**config.mk**
```make
export PLATFORM = sky130hd
export DESIGN_NAME = ascii_decimal_int_parser_flat
export DESIGN_NICKNAME = d
export VERILOG_FILES = /design/src/design/adip_pkg.sv /design/src/design/adip_char_if.sv /design/src/design/adip_result_if.sv /design/src/design/adip_accum.sv /design/src/design/adip_format.sv /design/src/design/ascii_decimal_int_parser.sv /design/src/flat_wrapper.sv
export SDC_FILE = /design/constraint.sdc
export NUM_CORES = 1
export LEC_CHECK = 0
export ABC_CLOCK_PERIOD_IN_PS = 11400
export BUFFER_PORTS_ARGS = -buffer_cell sky130_fd_sc_hd__buf_4
export CORE_MARGIN = 3
export CORE_UTILIZATION = 63
export CTS_BUF_LIST = sky130_fd_sc_hd__clkbuf_2
export DETAILED_ROUTE_END_ITERATION = 6
export MAX_ROUTING_LAYER = met4
export PLACE_DENSITY = 0.82
export RECOVER_POWER = 25
export SLEW_MARGIN = 0
export SYNTH_ARGS = -nofsm -noshare
export SYNTH_HDL_FRONTEND = slang
export SYNTH_SLANG_ARGS = --single-unit
```
**constraint.sdc**
```tcl
create_clock -name clk -period 11.4 [get_ports clk]
set_clock_uncertainty 0.2 [all_clocks]
set_input_delay 2.85 -clock clk [delete_from_list [all_inputs] [get_ports clk]]
set_output_delay 2.85 -clock clk [all_outputs]
set_load 0.02 [all_outputs]
```
**src/design/adip_pkg.sv**
```systemverilog
`default_nettype none

package adip_pkg;

    localparam int unsigned ACC_W       = 64;
    localparam int unsigned CHAR_W      = 8;
    localparam int unsigned VALUE_TYPE_W = 3;
    localparam int unsigned CFG_DATA_W  = 3;
    localparam int unsigned CFG_INDEX_W = 1;

    localparam logic [VALUE_TYPE_W-1:0] VALUE_TYPE_RST = 3'd3;
    localparam logic                    NULLABLE_RST   = 1'b0;

    // register indexes of the configuration port
    localparam logic [CFG_INDEX_W-1:0] CFG_VALUE_TYPE    = 1'b0;
    localparam logic [CFG_INDEX_W-1:0] CFG_NULLABLE_MODE = 1'b1;

    // type width codes, value_type[1:0]
    localparam logic [1:0] WIDTH_8  = 2'd0;
    localparam logic [1:0] WIDTH_16 = 2'd1;
    localparam logic [1:0] WIDTH_32 = 2'd2;
    localparam logic [1:0] WIDTH_64 = 2'd3;

    localparam logic [CHAR_W-1:0] CH_MINUS = 8'h2D;
    localparam logic [CHAR_W-1:0] CH_PLUS  = 8'h2B;
    localparam logic [CHAR_W-1:0] CH_ZERO  = 8'h30;
    localparam logic [CHAR_W-1:0] CH_NINE  = 8'h39;

    typedef struct packed {
        logic [VALUE_TYPE_W-1:0] value_type;
        logic                    nullable_mode;
    } cfg_t;

    typedef struct packed {
        logic [ACC_W-1:0] accumulator;
        logic             invalid_seen;
        logic             negative_sign;
    } field_done_t;

    function automatic logic [ACC_W-1:0] width_mask(input logic [1:0] w);
        logic [ACC_W-1:0] m;
        unique case (w)
            WIDTH_8:  m = 64'h0000_0000_0000_00FF;
            WIDTH_16: m = 64'h0000_0000_0000_FFFF;
            WIDTH_32: m = 64'h0000_0000_FFFF_FFFF;
            WIDTH_64: m = 64'hFFFF_FFFF_FFFF_FFFF;
            default:  m = 64'hFFFF_FFFF_FFFF_FFFF;
        endcase
        return m;
    endfunction

    function automatic logic top_bit(input logic [ACC_W-1:0] r, input logic [1:0] w);
        logic b;
        unique case (w)
            WIDTH_8:  b = r[7];
            WIDTH_16: b = r[15];
            WIDTH_32: b = r[31];
            WIDTH_64: b = r[63];
            default:  b = r[63];
        endcase
        return b;
    endfunction

endpackage

`default_nettype wire

```
**src/design/adip_char_if.sv**
```systemverilog
`default_nettype none

interface adip_char_if;
    import adip_pkg::*;

    logic              valid;
    logic              ready;
    logic [CHAR_W-1:0] char_byte;
    logic              last_char;
    logic              empty_field;

    modport source (output valid, output char_byte, output last_char, output empty_field,
                    input ready);
    modport sink (input valid, input char_byte, input last_char, input empty_field,
                  output ready);
endinterface

`default_nettype wire

```
**src/design/adip_result_if.sv**
```systemverilog
`default_nettype none

interface adip_result_if;
    import adip_pkg::*;

    logic             valid;
    logic             ready;
    logic [ACC_W-1:0] field_value;
    logic             is_null;

    modport source (output valid, output field_value, output is_null, input ready);
    modport sink (input valid, input field_value, input is_null, output ready);
endinterface

`default_nettype wire

```
**src/design/adip_accum.sv**
```systemverilog
`default_nettype none

module adip_accum (
    input  wire logic                 clk,
    input  wire logic                 rst_n,
    adip_char_if.sink                 chars,
    input  wire adip_pkg::cfg_t       cfg,
    output logic                      done_valid,
    input  wire logic                 done_ready,
    output adip_pkg::field_done_t     done_data
);
    import adip_pkg::*;

    // input register
    logic              in_valid_reg;
    logic [CHAR_W-1:0] in_char_reg;
    logic              in_last_reg;
    logic              in_empty_reg;

    // field state
    logic [ACC_W-1:0]  acc_reg;
    logic              invalid_reg;
    logic              negative_reg;
    logic              at_start_reg;

    // finished field register
    logic              done_valid_reg;
    field_done_t       done_reg;

    logic              is_signed;
    logic [ACC_W-1:0]  mask;
    logic              is_digit;
    logic              is_sign;
    logic [3:0]        digit;
    logic [ACC_W-1:0]  times_ten;
    logic [ACC_W-1:0]  acc_next;
    logic              invalid_next;
    logic              negative_next;
    logic              field_end;
    logic              done_free;
    logic              step;
    logic              in_load;

    always_comb
    begin
        is_signed = ~cfg.value_type[2];
        mask      = width_mask(cfg.value_type[1:0]);
        is_digit  = (in_char_reg >= CH_ZERO) && (in_char_reg <= CH_NINE);
        is_sign   = at_start_reg && is_signed
                    && ((in_char_reg == CH_MINUS) || (in_char_reg == CH_PLUS));
        digit     = 4'(in_char_reg - CH_ZERO);
        // acc * 10 as acc * 8 + acc * 2
        times_ten = {acc_reg[ACC_W-4:0], 3'b000} + {acc_reg[ACC_W-2:0], 1'b0};

        acc_next      = acc_reg;
        invalid_next  = invalid_reg;
        negative_next = negative_reg;
        if (in_empty_reg)
        begin
            invalid_next = 1'b1;
        end
        else if (is_sign)
        begin
            negative_next = (in_char_reg == CH_MINUS);
        end
        else if (is_digit)
        begin
            acc_next = times_ten + ACC_W'(digit);
        end
        else
        begin
            invalid_next = 1'b1;
        end
        // narrow unsigned range check; the mask is all ones for 64 bits
        if (cfg.value_type[2] && ((acc_next & ~mask) != '0))
        begin
            invalid_next = 1'b1;
        end

        field_end = in_empty_reg || in_last_reg;
        done_free = ~done_valid_reg || done_ready;
        step      = in_valid_reg && (~field_end || done_free);
        in_load   = chars.valid && chars.ready;
    end

    assign chars.ready = ~in_valid_reg || step;

    always_ff @(posedge clk or negedge rst_n)
    begin
        if (!rst_n)
        begin
            in_valid_reg <= 1'b0;
        end
        else if (in_load)
        begin
            in_valid_reg <= 1'b1;
        end
        else if (step)
        begin
            in_valid_reg <= 1'b0;
        end
    end

    always_ff @(posedge clk)
    begin
        if (in_load)
        begin
            in_char_reg  <= chars.char_byte;
            in_last_reg  <= chars.last_char;
            in_empty_reg <= chars.empty_field;
        end
    end

    always_ff @(posedge clk or negedge rst_n)
    begin
        if (!rst_n)
        begin
            acc_reg      <= '0;
            invalid_reg  <= 1'b0;
            negative_reg <= 1'b0;
            at_start_reg <= 1'b1;
        end
        else if (step)
        begin
            if (field_end)
            begin
                acc_reg      <= '0;
                invalid_reg  <= 1'b0;
                negative_reg <= 1'b0;
                at_start_reg <= 1'b1;
            end
            else
            begin
                acc_reg      <= acc_next;
                invalid_reg  <= invalid_next;
                negative_reg <= negative_next;
                at_start_reg <= 1'b0;
            end
        end
    end

    always_ff @(posedge clk or negedge rst_n)
    begin
        if (!rst_n)
        begin
            done_valid_reg <= 1'b0;
        end
        else if (step && field_end)
        begin
            done_valid_reg <= 1'b1;
        end
        else if (done_ready)
        begin
            done_valid_reg <= 1'b0;
        end
    end

    always_ff @(posedge clk)
    begin
        if (step && field_end)
        begin
            done_reg.accumulator   <= acc_next;
            done_reg.invalid_seen  <= invalid_next;
            done_reg.negative_sign <= negative_next;
        end
    end

    assign done_valid = done_valid_reg;
    assign done_data  = done_reg;

endmodule

`default_nettype wire

```
**src/design/adip_format.sv**
```systemverilog
`default_nettype none

module adip_format (
    input  wire logic                 clk,
    input  wire logic                 rst_n,
    input  wire adip_pkg::cfg_t       cfg,
    input  wire logic                 done_valid,
    output logic                      done_ready,
    input  wire adip_pkg::field_done_t done_data,
    adip_result_if.source             results
);
    import adip_pkg::*;

    logic             out_valid_reg;
    logic [ACC_W-1:0] field_value_reg;
    logic             is_null_reg;

    logic [ACC_W-1:0] mask;
    logic [ACC_W-1:0] signed_val;
    logic [ACC_W-1:0] value_next;
    logic             is_null_next;
    logic             out_free;

    always_comb
    begin
        mask       = width_mask(cfg.value_type[1:0]);
        signed_val = done_data.negative_sign ? (ACC_W'(0) - done_data.accumulator)
                                             : done_data.accumulator;
        signed_val = signed_val & mask;
        // sign-extend from the type's top bit
        if (top_bit(signed_val, cfg.value_type[1:0]))
        begin
            signed_val = signed_val | ~mask;
        end

        if (done_data.invalid_seen)
        begin
            value_next = '0;
        end
        else if (!cfg.value_type[2])
        begin
            value_next = signed_val;
        end
        else
        begin
            value_next = done_data.accumulator & mask;
        end
        is_null_next = cfg.nullable_mode && done_data.invalid_seen;
        out_free     = ~out_valid_reg || results.ready;
    end

    assign done_ready = out_free;

    always_ff @(posedge clk or negedge rst_n)
    begin
        if (!rst_n)
        begin
            out_valid_reg <= 1'b0;
        end
        else if (done_valid && out_free)
        begin
            out_valid_reg <= 1'b1;
        end
        else if (results.ready)
        begin
            out_valid_reg <= 1'b0;
        end
    end

    always_ff @(posedge clk)
    begin
        if (done_valid && out_free)
        begin
            field_value_reg <= value_next;
            is_null_reg     <= is_null_next;
        end
    end

    assign results.valid       = out_valid_reg;
    assign results.field_value = field_value_reg;
    assign results.is_null     = is_null_reg;

endmodule

`default_nettype wire

```
**src/design/ascii_decimal_int_parser.sv**
```systemverilog
`default_nettype none

// Decimal text to integer parser. Each beat on chars carries one ASCII character of a
// field; a beat with last_char or empty_field closes the field and one beat follows on
// results with the value in the type chosen by value_type (int8..int64, uint8..uint64),
// sign- or zero-extended to 64 bits, and is_null set for an invalid field in nullable
// mode. One character is taken every clock cycle unless a closing character waits for
// the previous field to leave the field register; the multiply-by-ten and add of the
// 64-bit accumulator is combinational, which sets that rate. A closed field moves from
// the input register to the field register, then the result register; sign negation
// and range masking sit in the last stage. Configuration writes are taken at any time
// but must only be made while no field is in flight.
module ascii_decimal_int_parser (
    input  wire logic                              clk,
    input  wire logic                              rst_n,
    adip_char_if.sink                              chars,
    adip_result_if.source                          results,
    input  wire logic                              cfg_we,
    input  wire logic [adip_pkg::CFG_INDEX_W-1:0]  cfg_index,
    input  wire logic [adip_pkg::CFG_DATA_W-1:0]   cfg_data
);
    import adip_pkg::*;

    logic [VALUE_TYPE_W-1:0] value_type_reg;
    logic                    nullable_mode_reg;
    cfg_t                    cfg;
    logic                    done_valid;
    logic                    done_ready;
    field_done_t             done_data;

    always_ff @(posedge clk or negedge rst_n)
    begin
        if (!rst_n)
        begin
            value_type_reg    <= VALUE_TYPE_RST;
            nullable_mode_reg <= NULLABLE_RST;
        end
        else if (cfg_we)
        begin
            unique case (cfg_index)
                CFG_VALUE_TYPE:    value_type_reg    <= cfg_data[VALUE_TYPE_W-1:0];
                CFG_NULLABLE_MODE: nullable_mode_reg <= cfg_data[0];
                default:           ;
            endcase
        end
    end

    assign cfg.value_type    = value_type_reg;
    assign cfg.nullable_mode = nullable_mode_reg;

    adip_accum u_accum (
        .clk        (clk),
        .rst_n      (rst_n),
        .chars      (chars),
        .cfg        (cfg),
        .done_valid (done_valid),
        .done_ready (done_ready),
        .done_data  (done_data)
    );

    adip_format u_format (
        .clk        (clk),
        .rst_n      (rst_n),
        .cfg        (cfg),
        .done_valid (done_valid),
        .done_ready (done_ready),
        .done_data  (done_data),
        .results    (results)
    );

    // an invalid field always reads back as zero
    a_null_is_zero: assert property (@(posedge clk) disable iff (!rst_n)
        results.valid && results.is_null |-> results.field_value == '0)
        else $error("null result with nonzero value");

    a_null_needs_mode: assert property (@(posedge clk) disable iff (!rst_n)
        results.valid && results.is_null |-> nullable_mode_reg)
        else $error("null result outside nullable mode");

    // unsigned results never exceed the type width
    a_unsigned_fits: assert property (@(posedge clk) disable iff (!rst_n)
        results.valid && value_type_reg[2]
        |-> (results.field_value & ~width_mask(value_type_reg[1:0])) == '0)
        else $error("unsigned result wider than its type");

endmodule

`default_nettype wire
```
**src/flat_wrapper.sv**
```systemverilog
// flat-port wrapper written by rule: the top's interface ports become plain ports
module ascii_decimal_int_parser_flat import adip_pkg::*;
  (clk, rst_n, cfg_we, cfg_index, cfg_data, chars_valid, chars_char_byte, chars_last_char, chars_empty_field, chars_ready, results_valid, results_field_value, results_is_null, results_ready);
  adip_char_if chars_i ();
  adip_result_if results_i ();
  input  wire logic clk;
  input  wire logic rst_n;
  input  wire logic cfg_we;
  input  wire logic [adip_pkg::CFG_INDEX_W-1:0] cfg_index;
  input  wire logic [adip_pkg::CFG_DATA_W-1:0] cfg_data;
  input wire logic [$bits(chars_i.valid)-1:0] chars_valid;
  input wire logic [$bits(chars_i.char_byte)-1:0] chars_char_byte;
  input wire logic [$bits(chars_i.last_char)-1:0] chars_last_char;
  input wire logic [$bits(chars_i.empty_field)-1:0] chars_empty_field;
  output wire logic [$bits(chars_i.ready)-1:0] chars_ready;
  output wire logic [$bits(results_i.valid)-1:0] results_valid;
  output wire logic [$bits(results_i.field_value)-1:0] results_field_value;
  output wire logic [$bits(results_i.is_null)-1:0] results_is_null;
  input wire logic [$bits(results_i.ready)-1:0] results_ready;
  assign chars_i.valid = chars_valid;
  assign chars_i.char_byte = chars_char_byte;
  assign chars_i.last_char = chars_last_char;
  assign chars_i.empty_field = chars_empty_field;
  assign chars_ready = chars_i.ready;
  assign results_valid = results_i.valid;
  assign results_field_value = results_i.field_value;
  assign results_is_null = results_i.is_null;
  assign results_i.ready = results_ready;
  ascii_decimal_int_parser u_core (.clk(clk), .rst_n(rst_n), .chars(chars_i), .results(results_i), .cfg_we(cfg_we), .cfg_index(cfg_index), .cfg_data(cfg_data));
endmodule
```
==> summary.json, run 1 <==
{
  "sta": {
    "max-slew-margin-rel_pct": -128,
    "finalMaxSlewViolations": 183,
    "grt_setup_unrepaired": "false",
    "max_freq_mhz": 151,
    "period_minus_slack_ns": 6.62,
    "timing.final.crit_share_pct": 58.1,
    "setup_violations": 0,
    "hold_violations": 0,
    "holdWs_ns": 0.302,
    "totalNegativeSetupSlack_ns": 0,
    "layout_setup_ws_ns": 4.78,
    "tightest_slew_ns": 3.42
  },
  "critical_path": {
    "r2r.worst_path.cells": 8,
    "slowest_stage": "nand3b_1",
    "worst_path_dominant_cell_family": "simple AND/OR/NAND/NOR gates",
    "r2r-start": "u_core.u_accum.in_empty_reg$_DFFE_PP_",
    "cp_slowest_stage_delay_ns": 0.21,
    "worst-path-max-fanout": 3,
    "crit_path_cell_trace": "clkbuf_4 -> nand3b_1 -> nor2_1 -> nand2_1 -> buf_4",
    "critPathArrivalTime_ns": 3.57,
    "worst-path-buf-inv": 2,
    "timing_worst_setup_path_type": "in -> out",
    "crit-reg2reg-capture": "u_core.u_accum.done_data[1]$_DFFE_PP_",
    "worst_ep_required_time_ns": 8.35,
    "critical_path.startpoint_type": "input port",
    "setup.worst_path.end_class": "output port",
    "reg2reg_slack_ns": 5.41
  },
  "place": {
    "last_weighted_congestion_value_of_the_routability_driven_placer": 1.03,
    "place_ws_ns": 4.79,
    "count_of_input_and_output_buffers": 85,
    "dp_hpwl_um": 32300
  },
  "hold_path": {
    "hold-path-endpoint": "u_core.u_format.results.valid$_DFFE_PN0P_",
    "hold-path-cell-count": 1,
    "hp-class": "reg -> reg",
    "hp-start": "u_core.u_accum.done_valid$_DFFE_PN0P_"
  },
  "synth": {
    "yosysMostFrequentCell": "nand2_1",
    "ys_ff_latch": 215,
    "async_reset_ff_share_pct": 34.4,
    "synth_warnings": 0,
    "synth_top_area_cell": "edfxtp_1",
    "yosysSeqAreaShare_pct": 38.9,
    "synth_nets": 1867,
    "netlist.area_leader.share_pct": 27.0,
    "synth_cell_types": 73,
    "syn_area_per_cell_sq_um": 9.09,
    "synth-edff-count": 141,
    "synth-main-ff-cell": "edfxtp_1",
    "number_of_instances_in_the_synthesized_netlist": 1723,
    "synth_common_cells": "200 x nand2_1, 155 x o21ai_0, 141 x edfxtp_1",
    "ys_top_cells_by_area": "edfxtp_1 27%, dfrtp_1 11%, ha_1 9.8%",
    "synthesis.area_sq_um": 15700
  },
  "route": {
    "first_iter_violations": 1551,
    "detail_route.drc_violations": 11,
    "viasPerCell": 6.66,
    "post_drt_wl_per_cell_um": 20.4,
    "drt_first_pass_iters": 7,
    "drt.antenna.violating_nets": 0,
    "wl_um": 43500,
    "num_vias": 14200
  },
  "final_layout": {
    "layout-area-overhead-vs-synth_pct": 8.54,
    "nets": 1912,
    "filler_cell_count": 1951,
    "drive_gt1_share_pct": 12.3,
    "ff_latch_area_sq_um": 6090,
    "flip_flop_count_of_the_largest_register_all_copies_and_words_added": 66,
    "multiInputGateArea_sq_um": 9060
  },
  "floorplanning": {
    "die_height_um": 164,
    "core_area_sq_um": 24400,
    "initial_core_util_pct": 64.2,
    "floorplan.die_area_sq_um": 26800,
    "io-pin-count": 86,
    "die_w_um": 164,
    "placement_rows": 57
  },
  "power": {
    "vdd_ir_drop_max_mv": 0.100,
    "p_per_area_nw_per_um2": 104,
    "static-leakage-power_nw": 7.12
  },
  "grt": {
    "grt.total_usage_pct": 33.2,
    "first_global_vias": 13100,
    "grt_pass1_wl_um": 69200,
    "number_of_antenna_violations_at_the_first_check_in_global_routing": 1,
    "grt-ovfl-total": 0,
    "maximum_number_of_pins_on_one_net_before_global_route_repair": 70
  },
  "clock_tree": {
    "number_of_cts_inserted_buffers": 50,
    "post_cts_hold_buffer_count": 0,
    "cts_tree": "done",
    "ctsLongestPathBuffers": 3,
    "numClockSinks": 215,
    "post-cts-setup-buffers": 0,
    "cts_resized": 0,
    "clk_pin_slew_ns": 0.10,
    "cts.htree.levels": 2,
    "clkLatencyLatePin_ns": 0.84,
    "clockRootBuffer": "clkbuf_2"
  },
  "outcome": {
    "outcome": "finished, violations left",
    "violations": "design-rule violations, max-capacitance violations, max-slew violations"
  },
  "job": {
    "timing.max_cap.violations": 3
  }
}
## per-layer routing
metal	vias to the layer above	global-route usage [%]	wire, um
met4	0	8.77	862
met2	807	45.9	18300
met5	-	-	0
met1	6632	51.0	19800
met3	86	4.82	4490
li1	6677	-	-
## worst max-delay path by stage
stage                  start                               endpoint  slack, ns  depth (start not counted)
5_1_grt        results_ready                            chars_ready       4.73                          5
2_1_floorplan  results_ready  u_core.u_accum.done_data[0]$_DFFE_PP_       4.59                          4
6_report       results_ready                            chars_ready       4.78                          5
4_1_cts        results_ready                            chars_ready       4.79                          5
3_5_place_dp   results_ready                            chars_ready       4.79                          5
3_3_place_gp   results_ready                            chars_ready       4.78                          5
## placed cells by master (no fill, tap or decap), types with 34 or more instances in the layout
cell      instances
nor2_1          113
nor3_1           39
ha_1            123
dfrtp_1          71
nand2_1         200
buf_4            86
inv_1            34
o21ai_0         155
clkbuf_2         73
edfxtp_1        141
nand4_1          45
xnor2_1          34
a21oi_1         123
a22o_1           56
## logic make-up after synthesis
group,count (synthesis),synth area share (%)
compound gates,576,24.2
mux,19,1.26
simple gates,579,18.4
flops,215,38.9
xor+xnor,65,3.63
fa+ha+maj,125,10.1
buf+inv,144,3.48
## worst register-to-register path: stages (launching register included)
cell and delay [ns]:
edfxtp_1 0.40, nor4b_1 0.55, and3_2 0.27, clkbuf_1 2.39, a41oi_1 0.43, a211o_1 0.42
or4b_2 0.62, nor4_1 0.37, nor2_1 0.08
## cell type report
type                    count  share of cell area (%)
clock buffers              73                    2.15
repair buffers            103                    4.44
clock inverters            20                    1.14
well taps                 324                    2.38
diodes                      1                  0.0147
multi-input cells        1364                    53.3
flip-flops and latches    215                    35.8
inverters                  34                   0.751
## power breakdown
part	leakage (nW)	internal (mW)	switching, mW
Clock	0.385	0.265	0.312
Combinational	4.34	0.0949	0.163
Sequential	2.40	0.892	0.0357
Total	7.12	1.25	0.510
## stage by stage
step,cell area (sq um),std cells,power [mW],utilization (%)
5_1_grt,17000,2134,1.84,69.7
4_1_cts,17000,2133,1.77,69.8
3_5_place_dp,16500,2040,1.20,67.5
3_3_place_gp,16500,2040,1.19,67.5
6_report,17000,2134,1.76,69.7
2_1_floorplan,15700,1723,1.11,-
(Power assumes the default switching activity.)
==> run 2: changes to the inputs <==
- ABC_CLOCK_PERIOD_IN_PS: 11400 -> 5700
- CORE_UTILIZATION: 63 -> 58
- PLACE_DENSITY: 0.82 -> 0.79
- clock period: 11.4 -> 5.7 ns (I/O delays scaled with it)
==> run 2 against run 1 <==
Effect of this change:
- the flow finishes with violations (max-capacitance violations, max-slew violations)
- highest routed layer unchanged
- critical path type is now reg -> reg
- setup slack lost 4.5 ns
- critical endpoint is now u_core.u_accum.done_data[1]$_DFFE_PP_
- sequential power grew 100%
- sequential share of layout area down 0.22 points
- clock-buffer cell count unchanged
- non-clock buffer count increased by 4
- cell area up 0.63%
- routed wire length rose by 1.9%
- sequential cell count did not move
- die area rose by 8.3%
- cell count grew 1.1%
- register-to-register slack worse by 5.1 ns
==> summary.json, run 2 (synthesized netlist as in run 1, its figures left out) <==
{
  "sta": {
    "totalNegativeSetupSlack_ns": 0,
    "layout_setup_ws_ns": 0.299,
    "max-slew-margin-rel_pct": -117,
    "finalMaxSlewViolations": 167,
    "tightest_slew_ns": 3.26,
    "timing.final.crit_share_pct": 94.8,
    "setup_violations": 0,
    "grt_setup_unrepaired": "false",
    "max_freq_mhz": 185,
    "period_minus_slack_ns": 5.40,
    "hold_violations": 0
  },
  "floorplanning": {
    "die_height_um": 170,
    "io-pin-count": 86,
    "floorplan.die_area_sq_um": 29000,
    "placement_rows": 59,
    "initial_core_util_pct": 59.6,
    "core_area_sq_um": 26300,
    "die_w_um": 170
  },
  "critical_path": {
    "worst_ep_required_time_ns": 6.07,
    "worst-path-max-fanout": 3,
    "critPathArrivalTime_ns": 5.77,
    "timing_worst_setup_path_type": "reg -> reg",
    "crit-reg2reg-capture": "u_core.u_accum.done_data[1]$_DFFE_PP_",
    "r2r.worst_path.cells": 14,
    "setup.worst_path.end_class": "flop",
    "r2r-start": "u_core.u_accum.acc_reg[0]$_DFFE_PN0P_",
    "reg2reg_slack_ns": 0.30,
    "critical_path.startpoint_type": "flop"
  },
  "route": {
    "wl_um": 44300,
    "first_iter_violations": 1940,
    "drt_first_pass_iters": 6,
    "num_vias": 14300,
    "viasPerCell": 6.61,
    "post_drt_wl_per_cell_um": 20.5,
    "detail_route.drc_violations": 0,
    "drt.antenna.violating_nets": 0
  },
  "outcome": {
    "violations": "max-capacitance violations, max-slew violations",
    "outcome": "finished, violations left"
  },
  "place": {
    "dp_hpwl_um": 32900,
    "place_ws_ns": 0.450,
    "last_weighted_congestion_value_of_the_routability_driven_placer": 0.996,
    "count_of_input_and_output_buffers": 85
  },
  "clock_tree": {
    "clk_pin_slew_ns": 0.12,
    "ctsLongestPathBuffers": 3,
    "post-cts-setup-buffers": 0,
    "cts_resized": 0,
    "clkLatencyLatePin_ns": 0.81,
    "cts.htree.levels": 2,
    "post_cts_hold_buffer_count": 0,
    "cts_tree": "done",
    "numClockSinks": 215,
    "number_of_cts_inserted_buffers": 52,
    "clockRootBuffer": "clkbuf_2"
  },
  "hold_path": {
    "hp-class": "reg -> reg",
    "hp-start": "u_core.u_accum.done_valid$_DFFE_PN0P_",
    "hold-path-endpoint": "u_core.u_format.results.valid$_DFFE_PN0P_",
    "hold-path-cell-count": 1
  },
  "final_layout": {
    "flip_flop_count_of_the_largest_register_all_copies_and_words_added": 66,
    "final_common_cell": "nand2_1",
    "most-common-layout-cells": "200 x nand2_1, 155 x o21ai_0, 141 x edfxtp_1",
    "layout-area-overhead-vs-synth_pct": 9.22,
    "filler_cell_count": 2153,
    "multiInputGateArea_sq_um": 9080,
    "nets": 1918,
    "ff_latch_area_sq_um": 6090,
    "drive_gt1_share_pct": 12.5
  },
  "grt": {
    "number_of_antenna_violations_at_the_first_check_in_global_routing": 4,
    "maximum_number_of_pins_on_one_net_before_global_route_repair": 69,
    "grt-ovfl-total": 0,
    "grt.total_usage_pct": 31.1,
    "first_global_vias": 13300,
    "grt_pass1_wl_um": 70400
  },
  "job": {
    "timing.max_cap.violations": 3
  },
  "power": {
    "p_per_area_nw_per_um2": 210,
    "vdd_ir_drop_max_mv": 0.118,
    "power_mw": 3.60,
    "static-leakage-power_nw": 7.17
  }
}
==> run 2: cell count changes in the layout (fill, tap and decap cells not counted), sizes merged <==
cell      change
clkinv        +5
clkinvlp      -1
buf           +4
bufinv        +1
diode         +3
==> run 2: report_power, final <==
group	internal (mW)	total, mW	switching, mW
Combinational	0.189	0.516	0.328
Clock	0.581	1.22	0.639
Sequential	1.79	1.86	0.0738
==> run 2: worst max path at each step <==
stage                     depth (start not counted)                                     to                                   from
after floorplan                                   4  u_core.u_accum.done_data[0]$_DFFE_PP_                          results_ready
after global placement                           14  u_core.u_accum.done_data[1]$_DFFE_PP_  u_core.u_accum.acc_reg[0]$_DFFE_PN0P_
after detailed placement                         14  u_core.u_accum.done_data[1]$_DFFE_PP_  u_core.u_accum.acc_reg[0]$_DFFE_PN0P_
after CTS                                        14  u_core.u_accum.done_data[1]$_DFFE_PP_  u_core.u_accum.acc_reg[0]$_DFFE_PN0P_
after global routing                             14  u_core.u_accum.done_data[1]$_DFFE_PP_  u_core.u_accum.acc_reg[0]$_DFFE_PN0P_
final                                            14  u_core.u_accum.done_data[1]$_DFFE_PP_  u_core.u_accum.acc_reg[0]$_DFFE_PN0P_
==> run 2: final cells by class <==
class / instances / area share [%]
inverters: 34 / 0.746
repair buffers: 107 / 4.58
flip-flops and latches: 215 / 35.6
well taps: 335 / 2.45
clock inverters: 25 / 1.39
multi-input cells: 1364 / 53.0
diodes: 4 / 0.0585
clock buffers: 73 / 2.14
==> run 2: metrics by stage <==
stage	utilization (%)	hold WS, ns	instances	cell area, sq um
2_1_floorplan	-	0.249	1723	15700
3_3_place_gp	62.8	0.266	2055	16500
3_5_place_dp	62.8	0.279	2055	16500
4_1_cts	65.1	0.249	2153	17100
5_1_grt	65.1	0.339	2157	17100
6_report	65.1	0.299	2157	17100
==> run 2: critical path, cell delays in order (launching register included) <==
cell and delay (ns):
dfrtp_1 0.41, inv_1 0.09, fa_1 0.54, fa_1 0.48, nand2b_1 0.19, a211oi_1 0.55
o21bai_1 0.18, nand2_1 0.14, a21boi_0 0.17, o211a_1 0.28, mux2i_1 0.19, or4_1 0.57
or4b_2 0.69, nor4_1 0.39, nor2_1 0.07
==> run 2: layer usage <==
layer	vias to the layer above	wire, um	share of wire [%]	track usage (%)
li1	6687	-	-	-
met1	6734	20300	46	46.4
met2	772	18600	42	43.6
met3	66	4640	10	6.16
met4	0	784	1.8	7.51
met5	-	0	0	-
